`src/rtl/core/drsq_pkg.sv`:
```
// ============================================================================
// drsq_pkg: shared types for the disk request sorted queue
// Operation codes and sequencer states.
// ============================================================================
package drsq_pkg;

    typedef enum logic [1:0] {
        OP_REQUEST = 2'd0,
        OP_RELEASE = 2'd1,
        OP_REMOVE  = 2'd2,
        OP_SET_CUR = 2'd3
    } op_t;

    typedef enum logic [3:0] {
        ST_IDLE,
        ST_HEAD_RD,
        ST_HEAD_LD,
        ST_CMP_RD,
        ST_CMP_WR,
        ST_INS_RD,
        ST_INS_CHK,
        ST_INS_HEAD,
        ST_DONE
    } state_t;

endpackage

```
`src/rtl/core/disk_request_sorted_queue.sv`:
```
// ============================================================================
// disk_request_sorted_queue: disk request scheduler with sorted wait queue
// Serves one request at a time; waiting requests sit in ascending track order.
// ============================================================================
// Usage:
//   Command channel: op/pid/track are taken at a clock edge where start is
//   high and busy is low. busy stays high until the result word is out.
//   Result channel: done pulses for one cycle; busy_res, serving_pid,
//   serving_track, released_valid, released_pid, queue_count and overflow
//   are valid in that cycle. The receiver cannot stall, so every result word
//   is taken the cycle it appears.
// Sequencing (N = waiting entries before the command, k = entries moved):
//   request while idle, full-queue drop, request into empty queue,
//   set-current, release with empty queue: done with no RAM scan.
//   request into the queue: walks down from the tail, k entries moving up one
//   place; when all N move, the new entry takes the head slot (ST_INS_HEAD).
//   release / remove: the queue is compacted entry by
//   entry through the single RAM read port.
//   The next command can be accepted the cycle after done.
// Entries live in one RAM (pid and track side by side); the scan walks it
// one entry per read/write state pair because read data comes back registered.
// Reset clears the serving state and empties the queue; RAM contents are
// left as they are since entries at or above the count are never read.
// ============================================================================
module disk_request_sorted_queue #(
    parameter int QUEUE_DEPTH = 16,
    parameter int PID_BITS    = 8,
    parameter int TRACK_BITS  = 10
) (
    input  logic                               clk,
    input  logic                               rst_n,
    input  logic                               start,
    output logic                               busy,
    input  logic [1:0]                         op,
    input  logic [PID_BITS-1:0]                pid,
    input  logic [TRACK_BITS-1:0]              track,
    output logic                               done,
    output logic                               busy_res,
    output logic [PID_BITS-1:0]                serving_pid,
    output logic [TRACK_BITS-1:0]              serving_track,
    output logic                               released_valid,
    output logic [PID_BITS-1:0]                released_pid,
    output logic [$clog2(QUEUE_DEPTH+1)-1:0]   queue_count,
    output logic                               overflow
);

    localparam int ADDR_W = $clog2(QUEUE_DEPTH);
    localparam int CNT_W  = $clog2(QUEUE_DEPTH + 1);
    localparam int ENT_W  = PID_BITS + TRACK_BITS;

    // sequencer state
    drsq_pkg::state_t state_reg, state_next;

    // scheduler state
    logic                  srv_busy_reg, srv_busy_next;
    logic [PID_BITS-1:0]   srv_pid_reg, srv_pid_next;
    logic [TRACK_BITS-1:0] srv_trk_reg, srv_trk_next;
    logic [CNT_W-1:0]      cnt_reg, cnt_next;

    // latched command
    logic [PID_BITS-1:0]   cmd_pid_reg, cmd_pid_next;
    logic [TRACK_BITS-1:0] cmd_trk_reg, cmd_trk_next;
    logic                  purge_reg, purge_next;

    // scan indexes: rd walks the queue, wr is the compaction target
    logic [CNT_W-1:0]      rd_idx_reg, rd_idx_next;
    logic [CNT_W-1:0]      wr_idx_reg, wr_idx_next;

    // result flags
    logic                  rel_valid_reg, rel_valid_next;
    logic [PID_BITS-1:0]   rel_pid_reg, rel_pid_next;
    logic                  ovf_reg, ovf_next;

    // RAM port
    logic                  ram_we;
    logic [ADDR_W-1:0]     ram_waddr;
    logic [ENT_W-1:0]      ram_wdata;
    logic [ADDR_W-1:0]     ram_raddr;
    logic [ENT_W-1:0]      ram_rdata;
    logic [PID_BITS-1:0]   rd_pid;
    logic [TRACK_BITS-1:0] rd_trk;

    assign rd_pid = ram_rdata[ENT_W-1:TRACK_BITS];
    assign rd_trk = ram_rdata[TRACK_BITS-1:0];

    drsq_ram #(
        .WIDTH (ENT_W),
        .DEPTH (QUEUE_DEPTH)
    ) u_queue_ram (
        .clk   (clk),
        .we    (ram_we),
        .waddr (ram_waddr),
        .wdata (ram_wdata),
        .raddr (ram_raddr),
        .rdata (ram_rdata)
    );

    always_ff @(posedge clk or negedge rst_n)
    begin
        if (!rst_n)
        begin
            state_reg    <= drsq_pkg::ST_IDLE;
            srv_busy_reg <= 1'b0;
            srv_pid_reg  <= '0;
            srv_trk_reg  <= '0;
            cnt_reg      <= '0;
        end
        else
        begin
            state_reg    <= state_next;
            srv_busy_reg <= srv_busy_next;
            srv_pid_reg  <= srv_pid_next;
            srv_trk_reg  <= srv_trk_next;
            cnt_reg      <= cnt_next;
        end
    end

    always_ff @(posedge clk)
    begin
        cmd_pid_reg   <= cmd_pid_next;
        cmd_trk_reg   <= cmd_trk_next;
        purge_reg     <= purge_next;
        rd_idx_reg    <= rd_idx_next;
        wr_idx_reg    <= wr_idx_next;
        rel_valid_reg <= rel_valid_next;
        rel_pid_reg   <= rel_pid_next;
        ovf_reg       <= ovf_next;
    end

    always_comb
    begin
        state_next     = state_reg;
        srv_busy_next  = srv_busy_reg;
        srv_pid_next   = srv_pid_reg;
        srv_trk_next   = srv_trk_reg;
        cnt_next       = cnt_reg;
        cmd_pid_next   = cmd_pid_reg;
        cmd_trk_next   = cmd_trk_reg;
        purge_next     = purge_reg;
        rd_idx_next    = rd_idx_reg;
        wr_idx_next    = wr_idx_reg;
        rel_valid_next = rel_valid_reg;
        rel_pid_next   = rel_pid_reg;
        ovf_next       = ovf_reg;
        ram_we         = 1'b0;
        ram_waddr      = '0;
        ram_wdata      = {cmd_pid_reg, cmd_trk_reg};
        ram_raddr      = rd_idx_reg[ADDR_W-1:0];

        case (state_reg)
            drsq_pkg::ST_IDLE:
            begin
                if (start)
                begin
                    cmd_pid_next   = pid;
                    cmd_trk_next   = track;
                    rel_valid_next = 1'b0;
                    rel_pid_next   = '0;
                    ovf_next       = 1'b0;
                    purge_next     = 1'b0;
                    rd_idx_next    = '0;
                    wr_idx_next    = '0;
                    state_next     = drsq_pkg::ST_DONE;
                    case (drsq_pkg::op_t'(op))
                        drsq_pkg::OP_REQUEST:
                        begin
                            if (!srv_busy_reg)
                            begin
                                srv_busy_next = 1'b1;
                                srv_pid_next  = pid;
                                srv_trk_next  = track;
                            end
                            else if (cnt_reg == CNT_W'(QUEUE_DEPTH))
                            begin
                                ovf_next = 1'b1;
                            end
                            else if (cnt_reg == '0)
                            begin
                                ram_we    = 1'b1;
                                ram_waddr = '0;
                                ram_wdata = {pid, track};
                                cnt_next  = CNT_W'(1);
                            end
                            else
                            begin
                                // walk down from the tail
                                rd_idx_next = cnt_reg - CNT_W'(1);
                                state_next  = drsq_pkg::ST_INS_RD;
                            end
                        end
                        drsq_pkg::OP_RELEASE:
                        begin
                            if (srv_busy_reg)
                            begin
                                rel_valid_next = 1'b1;
                                rel_pid_next   = srv_pid_reg;
                            end
                            if (cnt_reg == '0)
                            begin
                                srv_busy_next = 1'b0;
                            end
                            else
                            begin
                                state_next = drsq_pkg::ST_HEAD_RD;
                            end
                        end
                        drsq_pkg::OP_REMOVE:
                        begin
                            purge_next = 1'b1;
                            if (srv_busy_reg && srv_pid_reg == pid)
                            begin
                                rel_valid_next = 1'b1;
                                rel_pid_next   = srv_pid_reg;
                                if (cnt_reg == '0)
                                begin
                                    srv_busy_next = 1'b0;
                                end
                                else
                                begin
                                    state_next = drsq_pkg::ST_HEAD_RD;
                                end
                            end
                            else if (cnt_reg != '0)
                            begin
                                state_next = drsq_pkg::ST_CMP_RD;
                            end
                        end
                        drsq_pkg::OP_SET_CUR:
                        begin
                            srv_busy_next = 1'b1;
                            srv_pid_next  = pid;
                        end
                        default:
                        begin
                            state_next = drsq_pkg::ST_DONE;
                        end
                    endcase
                end
            end

            drsq_pkg::ST_HEAD_RD:
            begin
                ram_raddr  = '0;
                state_next = drsq_pkg::ST_HEAD_LD;
            end

            drsq_pkg::ST_HEAD_LD:
            begin
                // head enters service; rest shifts down (and is purged on remove)
                srv_busy_next = 1'b1;
                srv_pid_next  = rd_pid;
                srv_trk_next  = rd_trk;
                rd_idx_next   = CNT_W'(1);
                wr_idx_next   = '0;
                state_next    = drsq_pkg::ST_CMP_RD;
            end

            drsq_pkg::ST_CMP_RD:
            begin
                if (rd_idx_reg == cnt_reg)
                begin
                    cnt_next   = wr_idx_reg;
                    state_next = drsq_pkg::ST_DONE;
                end
                else
                begin
                    state_next = drsq_pkg::ST_CMP_WR;
                end
            end

            drsq_pkg::ST_CMP_WR:
            begin
                if (!(purge_reg && rd_pid == cmd_pid_reg))
                begin
                    ram_we      = 1'b1;
                    ram_waddr   = wr_idx_reg[ADDR_W-1:0];
                    ram_wdata   = ram_rdata;
                    wr_idx_next = wr_idx_reg + CNT_W'(1);
                end
                rd_idx_next = rd_idx_reg + CNT_W'(1);
                state_next  = drsq_pkg::ST_CMP_RD;
            end

            drsq_pkg::ST_INS_RD:
            begin
                state_next = drsq_pkg::ST_INS_CHK;
            end

            drsq_pkg::ST_INS_CHK:
            begin
                ram_we    = 1'b1;
                ram_waddr = ADDR_W'(rd_idx_reg + CNT_W'(1));
                if (rd_trk > cmd_trk_reg)
                begin
                    // larger track moves up one place
                    ram_wdata = ram_rdata;
                    if (rd_idx_reg == '0)
                    begin
                        // reaching the bottom: new entry goes to the head slot
                        state_next = drsq_pkg::ST_INS_HEAD;
                    end
                    else
                    begin
                        rd_idx_next = rd_idx_reg - CNT_W'(1);
                        state_next  = drsq_pkg::ST_INS_RD;
                    end
                end
                else
                begin
                    cnt_next   = cnt_reg + CNT_W'(1);
                    state_next = drsq_pkg::ST_DONE;
                end
            end

            drsq_pkg::ST_INS_HEAD:
            begin
                ram_we     = 1'b1;
                ram_waddr  = '0;
                cnt_next   = cnt_reg + CNT_W'(1);
                state_next = drsq_pkg::ST_DONE;
            end

            drsq_pkg::ST_DONE:
            begin
                state_next = drsq_pkg::ST_IDLE;
            end

            default:
            begin
                state_next = drsq_pkg::ST_IDLE;
            end
        endcase
    end

    assign busy           = (state_reg != drsq_pkg::ST_IDLE);
    assign done           = (state_reg == drsq_pkg::ST_DONE);
    assign busy_res       = srv_busy_reg;
    assign serving_pid    = srv_busy_reg ? srv_pid_reg : '0;
    assign serving_track  = srv_trk_reg;
    assign released_valid = rel_valid_reg;
    assign released_pid   = rel_pid_reg;
    assign queue_count    = cnt_reg;
    assign overflow       = ovf_reg;

endmodule

```
`src/rtl/core/drsq_ram.sv`:
```
// ============================================================================
// drsq_ram: generic single-write, single-read RAM
// One write port and one read port, read data registered.
// ============================================================================
module drsq_ram #(
    parameter int WIDTH = 18,
    parameter int DEPTH = 16
) (
    input  logic                     clk,
    input  logic                     we,
    input  logic [$clog2(DEPTH)-1:0] waddr,
    input  logic [WIDTH-1:0]         wdata,
    input  logic [$clog2(DEPTH)-1:0] raddr,
    output logic [WIDTH-1:0]         rdata
);

    logic [WIDTH-1:0] mem [DEPTH];

    always_ff @(posedge clk)
    begin
        if (we)
        begin
            mem[waddr] <= wdata;
        end
        rdata <= mem[raddr];
    end

endmodule

```
`config.mk`:
```
export PLATFORM = sky130hd
export DESIGN_NAME = disk_request_sorted_queue
export DESIGN_NICKNAME = d
export VERILOG_FILES = /design/src/rtl/core/drsq_pkg.sv /design/src/rtl/core/disk_request_sorted_queue.sv /design/src/rtl/core/drsq_ram.sv
export SDC_FILE = /design/constraint.sdc
export NUM_CORES = 1
export LEC_CHECK = 0
export ABC_AREA = 1
export BUFFER_PORTS_ARGS = -buffer_cell sky130_fd_sc_hd__buf_2
export CAP_MARGIN = 10
export CORE_ASPECT_RATIO = 0.75
export CORE_MARGIN = 2
export CORE_UTILIZATION = 55
export CTS_BUF_LIST = sky130_fd_sc_hd__clkbuf_8
export CTS_CLUSTER_DIAMETER = 40
export DETAILED_ROUTE_END_ITERATION = 8
export GPL_ROUTABILITY_DRIVEN = 0
export MAX_ROUTING_LAYER = met4
export PLACE_DENSITY = 0.72
export SYNTH_ARGS = -nofsm -noshare
export SYNTH_HDL_FRONTEND = slang
export SYNTH_SLANG_ARGS = --single-unit
```
`constraint.sdc`:
```
create_clock -name clk -period 3.2 [get_ports clk]
set_input_delay 0.32 -clock clk [delete_from_list [all_inputs] [get_ports clk]]
set_output_delay 0.32 -clock clk [all_outputs]
set_load 0.01 [all_outputs]
```
==> metrics <==
P_int just under 10 mW; f_max roughly 0.35 GHz; Register Area 10900 um2; postcts setup bufs 0; Seq pwr share 0.411; PwrDens around 860 nW/um2; switching share of power 0.383; total iterations of the first detailed-routing run 6; Setup Skew 26.1 ps; CP top delay family simple AND/OR/NAND/NOR gates; minimum clock period 2840 ps; clock network fraction of total power 0.235; CTS tree yes; vias 11900; Mapped Nets 1544; fill cell count 2244; Die Y 154 um; Residual DRC 0; Setup CP Type reg -> reg; Final Power 16.1 mW; crit-path max cell delay 500 ps; top flop regs u_queue_ram.mem x288, u_queue_ram.rdata x18; setup violators final 0; worst path cell trace inv_1 > ha_1 > nand2_1 > nor2_1 > o211ai_1 > nand3_1 > nand3_2 > nand2_2 > nand2_1 > nand2_1; pre-CTS setup slack approximately 470 ps; startpoint types register; Clock Latency Late Sink ~600 ps; vias in the first global route around 12000; initial antenna violation count 0; Placeable Area 29300 um2; die area 31500 um2; Inserted Clock Buffers 55; total detailed-routing wirelength 41000 um; most frequent cells in the layout edfxtp_1, nand2_1, inv_1; largest net degree at the start of global routing ~220; Req. time, crit path between 3000 and 4000 ps; Leakage between 7 and 8 nW; Ys Warns 0; input/output buffers 58; WP buf/inv 1; status finished clean; Worst path most repeated cell nand2_1; Tot GR Track Use 0.274; commonest non-fill, non-tap cell in the layout edfxtp_1; Switching Power roughly 6.2 mW; fin crit share 0.888; H-tree depth 2; Routed WL per cell around 20 um; Area growth, synth to finish 13.5%; n_diodes 0; Worst Hold Class in -> reg; fin worst setup slack roughly 360 ps; total grt overflow 0; Compound-Gate Fraction of Synth Area 0.125; max reg flops between 200 and 300; mux share of post-synthesis cell area 0; Top Ports 59; Comb power frac 0.355; kind of end point of the critical path register; Syn Std Cell Area 16500 um2; Routed Antenna Nets 0; Die X 204 um; Simple-Gate Fraction of Synth Area 0.130; slowest cell on the critical path nand2_2; syn_area_per_cell roughly 11 um2; Initial Util 0.563; RSZ-0062 raised after global routing false; Max Cap Violations 0; Detailed Place HPWL ~25000 um; worst-path maximum fanout 18; Final Hold Fails 0; Synth cell types 41; worst slew pin tran 927 ps; Root Driver clkbuf_8; Clock transition at path regs 70 ps; Biggest register u_queue_ram.mem; VDD IR max 0.000649 V; Yosys reg bits 373; Rel. slew slack 0.382; initial drt markers 1508; largest family of logic cells by synthesized area simple AND/OR/NAND/NOR gates; Post-Synth Adder-Cell Area 0.0159; Num Clock Sinks roughly 370; area of the multi-input gates between 4000 and 5000 um2; sequential area share after synthesis 0.659; Site Rows 54; Layout Nets between 1500 and 2000; Arr. time, crit path 3170 ps; cells after synthesis 1500; total negative slack 0 ps; layout cell share with drive strength beyond 1 0.139; clock buffer depth 3; DR vias/cell 5.78; max-slew violation count 0; xor-xnor portion of the synthesized cell area 0.00954; first-pass GRT wire length around 64000 um
kinds of logic (layout without fill, tap and decap cells):
kind of cell    after synthesis  in the layout
flops                       373            373
xor+xnor                     18             18
buf+inv                     249            407
fa+ha+maj                    21             21
simple gates                518            518
compound gates              321            321
cell type report:
class,instances,share of cell area
Clock buffer,66,0.0484
Multi-Input combinational cell,878,0.251
Clock inverter,37,0.0103
Tap cell,392,0.0262
Timing Repair Buffer,126,0.0486
Sequential cell,373,0.580
Inverter,178,0.0356
per-layer routing:
layer	share of wire	routed length, um	track usage	vias to the layer above
li1	-	-	-	5509
met1	0.44	17900	0.390	5690
met2	0.45	18400	0.408	572
met3	0.092	3780	0.0496	84
met4	0.022	891	0.0776	0
met5	0	0	-	-
per-stage QoR:
| stage | area, um2 | instances | hold slack, ps | util |
|---|---|---|---|---|
| detailed placement | 17500 | 1928 | 409 | 0.595 |
| CTS | 18800 | 2050 | 44.1 | 0.639 |
| floorplan | 16500 | 1500 | 24.4 | - |
| global route | 18800 | 2050 | 85.3 | 0.639 |
| global placement | 17500 | 1928 | 389 | 0.595 |
| finish | 18800 | 2050 | 73.4 | 0.639 |
worst min-delay path: stages:
cell	delay, ps
buf_2	90
nor2_1	100
a21oi_1	140
cells in the mapped netlist, drive strengths merged:
cell,count,area share
nand4,3,0.0011
ha,21,0.016
xor2,13,0.0069
o21ai,126,0.038
edfxtp,327,0.59
xnor2,5,0.0027
or2,2,0.00076
a31oi,11,0.0042
nor2,146,0.036
dfxtp,18,0.022
nand3,88,0.027
nor4,1,0.00038
nor3b,1,0.00045
a32o,1,0.00061
a21oi,11,0.0036
clkbuf,26,0.0059
dfrtp,28,0.042
o2111ai,1,0.00053
a21boi,1,0.00045
buf,45,0.014
nor3,8,0.0027
inv,176,0.040
o21a,1,0.00045
a211oi,1,0.00076
o211ai,156,0.071
a22o,1,0.00053
clkinv,2,0.00045
o221ai,5,0.0027
o22ai,4,0.0015
o21bai,2,0.00091
nand2,269,0.062
path summary, 6_finish.rpt:
check	startpoint	endpoint	slack (ps)	depth (start not counted)
worst max-delay path	cmd_trk_reg[9]	u_queue_ram.mem[12][7]	360	10
worst min-delay path	start	state_reg[2]	70	3
worst max register to register	cmd_trk_reg[9]	u_queue_ram.mem[12][7]	360	10
worst min register to register	u_queue_ram.rdata[0]	serving_track[0]	520	2
max in group asynchronous	rst_n	queue_count[2]	2380	2
min in group asynchronous	rst_n	serving_track[1]	310	2
power groups by stage:
stage                     sequential, mW  combinational, mW  clock [mW]
after floorplan                     6.61               3.84           0
after global placement              6.67               5.52           0
after detailed placement            6.69               5.61           0
after CTS                           6.59               5.65        3.83
after global routing                6.66               6.31        4.05
final                               6.61               5.71        3.78
what timing repair did:
action                                  4_1_cts  5_1_grt
resized for setup                             0        0
hold buffers                                 19        0
hold endpoints to repair                     53        0
endpoints found under the setup margin        0        0
No activity file was read; power rests on OpenSTA's default activity.
